===== src/pip_pkg.sv =====
package pip_pkg;

   localparam int POLYGONS_DEFAULT     = 16;
   localparam int MAX_VERTICES_DEFAULT = 64;
   localparam int COORD_WIDTH_DEFAULT  = 32;

   localparam int POLY_ID_WIDTH      = 4;
   localparam int VERTEX_INDEX_WIDTH = 6;
   localparam int VERTEX_COUNT_WIDTH = 7;
   localparam int COORD_PORT_WIDTH   = 32;

   localparam int DRAIN_CYCLES = 3;

   typedef enum logic {
      CMD_LOAD  = 1'b0,
      CMD_QUERY = 1'b1
   } command_type;

   typedef enum logic [2:0] {
      ST_IDLE,
      ST_LOAD,
      ST_SETUP,
      ST_WALK,
      ST_DRAIN,
      ST_RESPOND
   } state_type;

   typedef struct packed {
      logic capture;
      logic load_write;
      logic rd_en;
      logic rd_prime;
      logic clear_inside;
   } ctrl_cmd_type;

   typedef struct packed {
      logic empty;
   } ctrl_stat_type;

endpackage


===== src/pip_ctrl.sv =====
module pip_ctrl #(
   parameter int MAX_VERTICES = pip_pkg::MAX_VERTICES_DEFAULT,
   localparam int VW = $clog2(MAX_VERTICES),
   localparam int CNTW = $clog2(MAX_VERTICES + 1)
) (
   input  logic                   clock,
   input  logic                   reset,
   input  logic                   start,
   input  pip_pkg::command_type   command,
   input  pip_pkg::ctrl_stat_type stat,
   input  logic [CNTW-1:0]        count,
   output pip_pkg::ctrl_cmd_type  cmd,
   output logic [VW-1:0]          rd_index,
   output logic                   busy,
   output logic                   rsp_strobe
);

   localparam int DRW = (pip_pkg::DRAIN_CYCLES > 1) ? $clog2(pip_pkg::DRAIN_CYCLES) : 1;

   pip_pkg::state_type state_ff, state_in;
   logic [VW-1:0]      idx_ff, idx_in;
   logic [DRW-1:0]     drain_ff, drain_in;
   logic               last_vertex;

   assign last_vertex = (CNTW'(idx_ff) == (count - CNTW'(1)));

   always_comb begin
      state_in = state_ff;
      unique case (state_ff)
         pip_pkg::ST_IDLE: begin
            if (start) begin
               state_in = (command == pip_pkg::CMD_QUERY) ? pip_pkg::ST_SETUP
                                                          : pip_pkg::ST_LOAD;
            end
         end
         pip_pkg::ST_LOAD: begin
            state_in = pip_pkg::ST_IDLE;
         end
         pip_pkg::ST_SETUP: begin
            state_in = stat.empty ? pip_pkg::ST_RESPOND : pip_pkg::ST_WALK;
         end
         pip_pkg::ST_WALK: begin
            if (last_vertex) begin
               state_in = pip_pkg::ST_DRAIN;
            end
         end
         pip_pkg::ST_DRAIN: begin
            if (drain_ff == DRW'(pip_pkg::DRAIN_CYCLES - 1)) begin
               state_in = pip_pkg::ST_RESPOND;
            end
         end
         pip_pkg::ST_RESPOND: begin
            state_in = pip_pkg::ST_IDLE;
         end
         default: begin
            state_in = pip_pkg::ST_IDLE;
         end
      endcase
   end

   always_comb begin
      cmd        = '0;
      rd_index   = idx_ff;
      busy       = 1'b1;
      rsp_strobe = 1'b0;
      idx_in     = idx_ff;
      drain_in   = '0;
      unique case (state_ff)
         pip_pkg::ST_IDLE: begin
            busy        = 1'b0;
            cmd.capture = start;
         end
         pip_pkg::ST_LOAD: begin
            cmd.load_write = 1'b1;
         end
         pip_pkg::ST_SETUP: begin
            cmd.clear_inside = 1'b1;
            cmd.rd_en        = !stat.empty;
            cmd.rd_prime     = 1'b1;
            rd_index         = VW'(count - CNTW'(1));
            idx_in           = '0;
         end
         pip_pkg::ST_WALK: begin
            cmd.rd_en = 1'b1;
            idx_in    = idx_ff + VW'(1);
         end
         pip_pkg::ST_DRAIN: begin
            drain_in = drain_ff + DRW'(1);
         end
         pip_pkg::ST_RESPOND: begin
            rsp_strobe = 1'b1;
         end
         default: begin
            busy = 1'b1;
         end
      endcase
   end

   always_ff @(posedge clock) begin
      if (reset) begin
         state_ff <= pip_pkg::ST_IDLE;
         idx_ff   <= '0;
         drain_ff <= '0;
      end else begin
         state_ff <= state_in;
         idx_ff   <= idx_in;
         drain_ff <= drain_in;
      end
   end

endmodule


===== config.mk =====
export PLATFORM = sky130hd
export DESIGN_NAME = pip_ctrl
export DESIGN_NICKNAME = d
export VERILOG_FILES = /design/src/pip_pkg.sv /design/src/pip_ctrl.sv
export SDC_FILE = /design/constraint.sdc
export NUM_CORES = 1
export LEC_CHECK = 0
export ABC_CLOCK_PERIOD_IN_PS = 1700
export BUFFER_PORTS_ARGS = -buffer_cell sky130_fd_sc_hd__buf_2
export CAP_MARGIN = 0
export CELL_PAD_IN_SITES_DETAIL_PLACEMENT = 0
export CELL_PAD_IN_SITES_GLOBAL_PLACEMENT = 2
export CORE_MARGIN = 1
export CORE_UTILIZATION = 25
export CTS_CLUSTER_SIZE = 40
export DETAILED_ROUTE_END_ITERATION = 10
export GPL_ROUTABILITY_DRIVEN = 0
export PLACE_DENSITY_LB_ADDON = 0.08
export RECOVER_POWER = 25
export SYNTH_ARGS = -nofsm -noshare
export SYNTH_HDL_FRONTEND = slang
export SYNTH_SLANG_ARGS = --single-unit

===== constraint.sdc =====
create_clock -name clock -period 1.7 [get_ports clock]
set_input_delay 0.17 -clock clock [delete_from_list [all_inputs] [get_ports clock]]
set_output_delay 0.17 -clock clock [all_outputs]
set_load 0.01 [all_outputs]

==> flow_summary.yaml <==
worst_setup_path:
  path_buf_inv: 3
  arrival_ps: 1430
  path_depth: 7
  start_kind: "primary input"
  required_ps: 1530
  max_stage_delay_ps: 510
  cpLargestDelayFamily: "simple AND/OR/NAND/NOR gates"
  worstPathCellList: "buf_2 > buf_4 > or4_4 > nor2_1 > xnor2_1 > a21oi_1 > buf_2"
  critPathKind: "primary input to primary output"
  cpMaxStageDelayCell: "or4_4"
  path_max_fanout: 4
  crit_top_cell: "buf_2"
  critPathCaptureType: "primary output"
  reg2reg_depth: 7
clocking:
  numClockSinks: 11
  clk_path_buf_depth: 2
  cts_max_level: 1
  clk_pin_slew_ps: 80
  hold_buffers: 0
  clockRootBuffer: "clkbuf_4"
  cts_tree: "done"
  clk_latency_ps: 270
  cts_buffers: 3
placement:
  portBuffers: 24
  post-dp-hpwl_um: 1930
drt:
  ant_nets: 0
  dr.pass1.iters: 4
  viasPerCell: 4.80
  vias: 945
  drtIter0Drc: 27
  wl_per_cell_um: 12.8
  remaining_drc_errors: 0
  drt-total-wl_um: 2510
finish:
  syn2layout_area_growth_pct: 34.1
  fin_nets: 167
  final_common_cell: "buf_2"
  final_cell_mix: "buf_2 (25), nor2_1 (16), buf_4 (12)"
  drive_gt1_share_pct: 37.7
  antenna_cells: 0
grt:
  grt_max_degree: 17
  grt_pass1_vias: 794
  antenna_found_initial: 0
  groute.usage.overall_pct: 13.9
  grt-ovfl-total: 0
  grt_pass1_wl_um: 3770
timing:
  hold_violations: 0
  slew_violations: 0
  rsz0062_at_grt: "false"
  period_minus_slack_ps: 1600
  max_freq_mhz: 624
  max_slew_margin_pct: 60.9
  finalCritPeriodShare_pct: 94.2
  tightest_slew_ps: 578
  fin_skew_ps: 14.4
  finalSetupViolCount: 0
  hold_slack_ps: 207
die:
  dieArea_sq_um: 3810
  io_pins: 25
  die_h_um: 61.7
  rows: 21
  start_util_pct: 26.5
  core_sq_um: 3360
  fp.dieW_um: 61.7
yosys:
  netlist_instances: 115
  ys_ff_latch: 11
  syn_nets: 130
  synth_top_area_share_pct: 24.7
  synth_warnings: 0
  synth_ff_type: "dfxtp_1"
  synth_top_area_cell: "dfxtp_1"
  synth_edf_count: 0
  ys_seq_area_share_pct: 24.7
  synth.area.top_cells: "dfxtp_1 (25%), nor2_1 (7.2%), a21oi_1 (5.6%)"
  synth_area_sq_um: 891
  syn_area_per_cell_sq_um: 7.75
  yosysUniqueCellTypes: 43
  synthArstFlopShare_pct: 0
hold_path:
  hold_path_class: "primary input to flop"
  holdPathStages: 2
pwr:
  total_power_mw: 0.731
  cellPowerDensity_nw_per_um2: 612
  cellLeakagePower_nw: 0.510
  ir_drop_uv: 221
status:
  outcome: "completed"
job:
  cap_violations: 0
-- state kept, by name (all words and copies together) (netlist names) --
signal / cells
state_ff: 3
drain_ff: 2
idx_ff: 6
-- cells in the mapped netlist (all sizes together), types with 2 or more instances --
| cell | number |
|---|---|
| a211oi | 2 |
| a21oi | 10 |
| a31oi | 2 |
| buf | 5 |
| clkbuf | 3 |
| dfxtp | 11 |
| ha | 3 |
| inv | 9 |
| mux2 | 2 |
| nand2 | 8 |
| nand3 | 5 |
| nor2 | 17 |
| nor3 | 4 |
| nor3b | 2 |
| o21ai | 3 |
| o31ai | 2 |
| o32ai | 2 |
| xnor2 | 5 |
| xor2 | 3 |
-- through the flow --
stage	TNS, ps	setup WS [ps]	instances	util [%]	cell area [sq um]
floorplan	0	36.1	115	-	897
global placement	-131	-80.0	192	34.0	1140
detailed placement	-150	-100	192	34.0	1140
CTS	0	1.40	196	34.8	1170
global route	0	9.39	197	35.5	1190
finish	0	98.2	197	35.5	1190
-- cells by family after synthesis --
| kind of cell | synth area share, % |
|---|---|
| fa+ha+maj | 4.21 |
| compound gates | 27.0 |
| mux | 2.53 |
| buf+inv | 8.85 |
| xor+xnor | 7.87 |
| flops | 24.7 |
| simple gates | 24.9 |
-- what timing repair did --
item	in CTS	in global routing
cloned	0	1
hold endpoints to repair	0	0
setup buffers	0	0
endpoints found under the setup margin	2	7
gates resized for setup	1	7
pin swaps	0	2
-- path summary, 6_finish.rpt --
path / start / to / slack [ps]
hold reg to reg: drain_ff[0] / drain_ff[0] / 410
hold / removal: reset / idx_ff[1] / 210
setup reg to reg: drain_ff[0] / state_ff[1] / 120
setup / recovery: count[3] / rd_index[5] / 100
-- cell type report --
cell class | count | area, sq um
multi-input combinational | 87 | 617
fill | 394 | 2170
timing repair buffer | 40 | 238
sequential | 11 | 223
inverter | 9 | 33.8
tap | 46 | 57.6
clock buffer | 4 | 26.3
-- power by group --
part           switching (mW)  internal, mW
clock                  0.0905        0.0908
sequential             0.0193         0.267
combinational           0.143         0.120
total                   0.253         0.478
-- layer usage --
metal / track usage [%] / share of wire [%]
met1: 18.2 / 50
met4: 4.76 / 0.60
met3: 4.14 / 4.4
met5: 0 / 0
met2: 21.7 / 45
No activity file was read; power rests on OpenSTA's default activity.
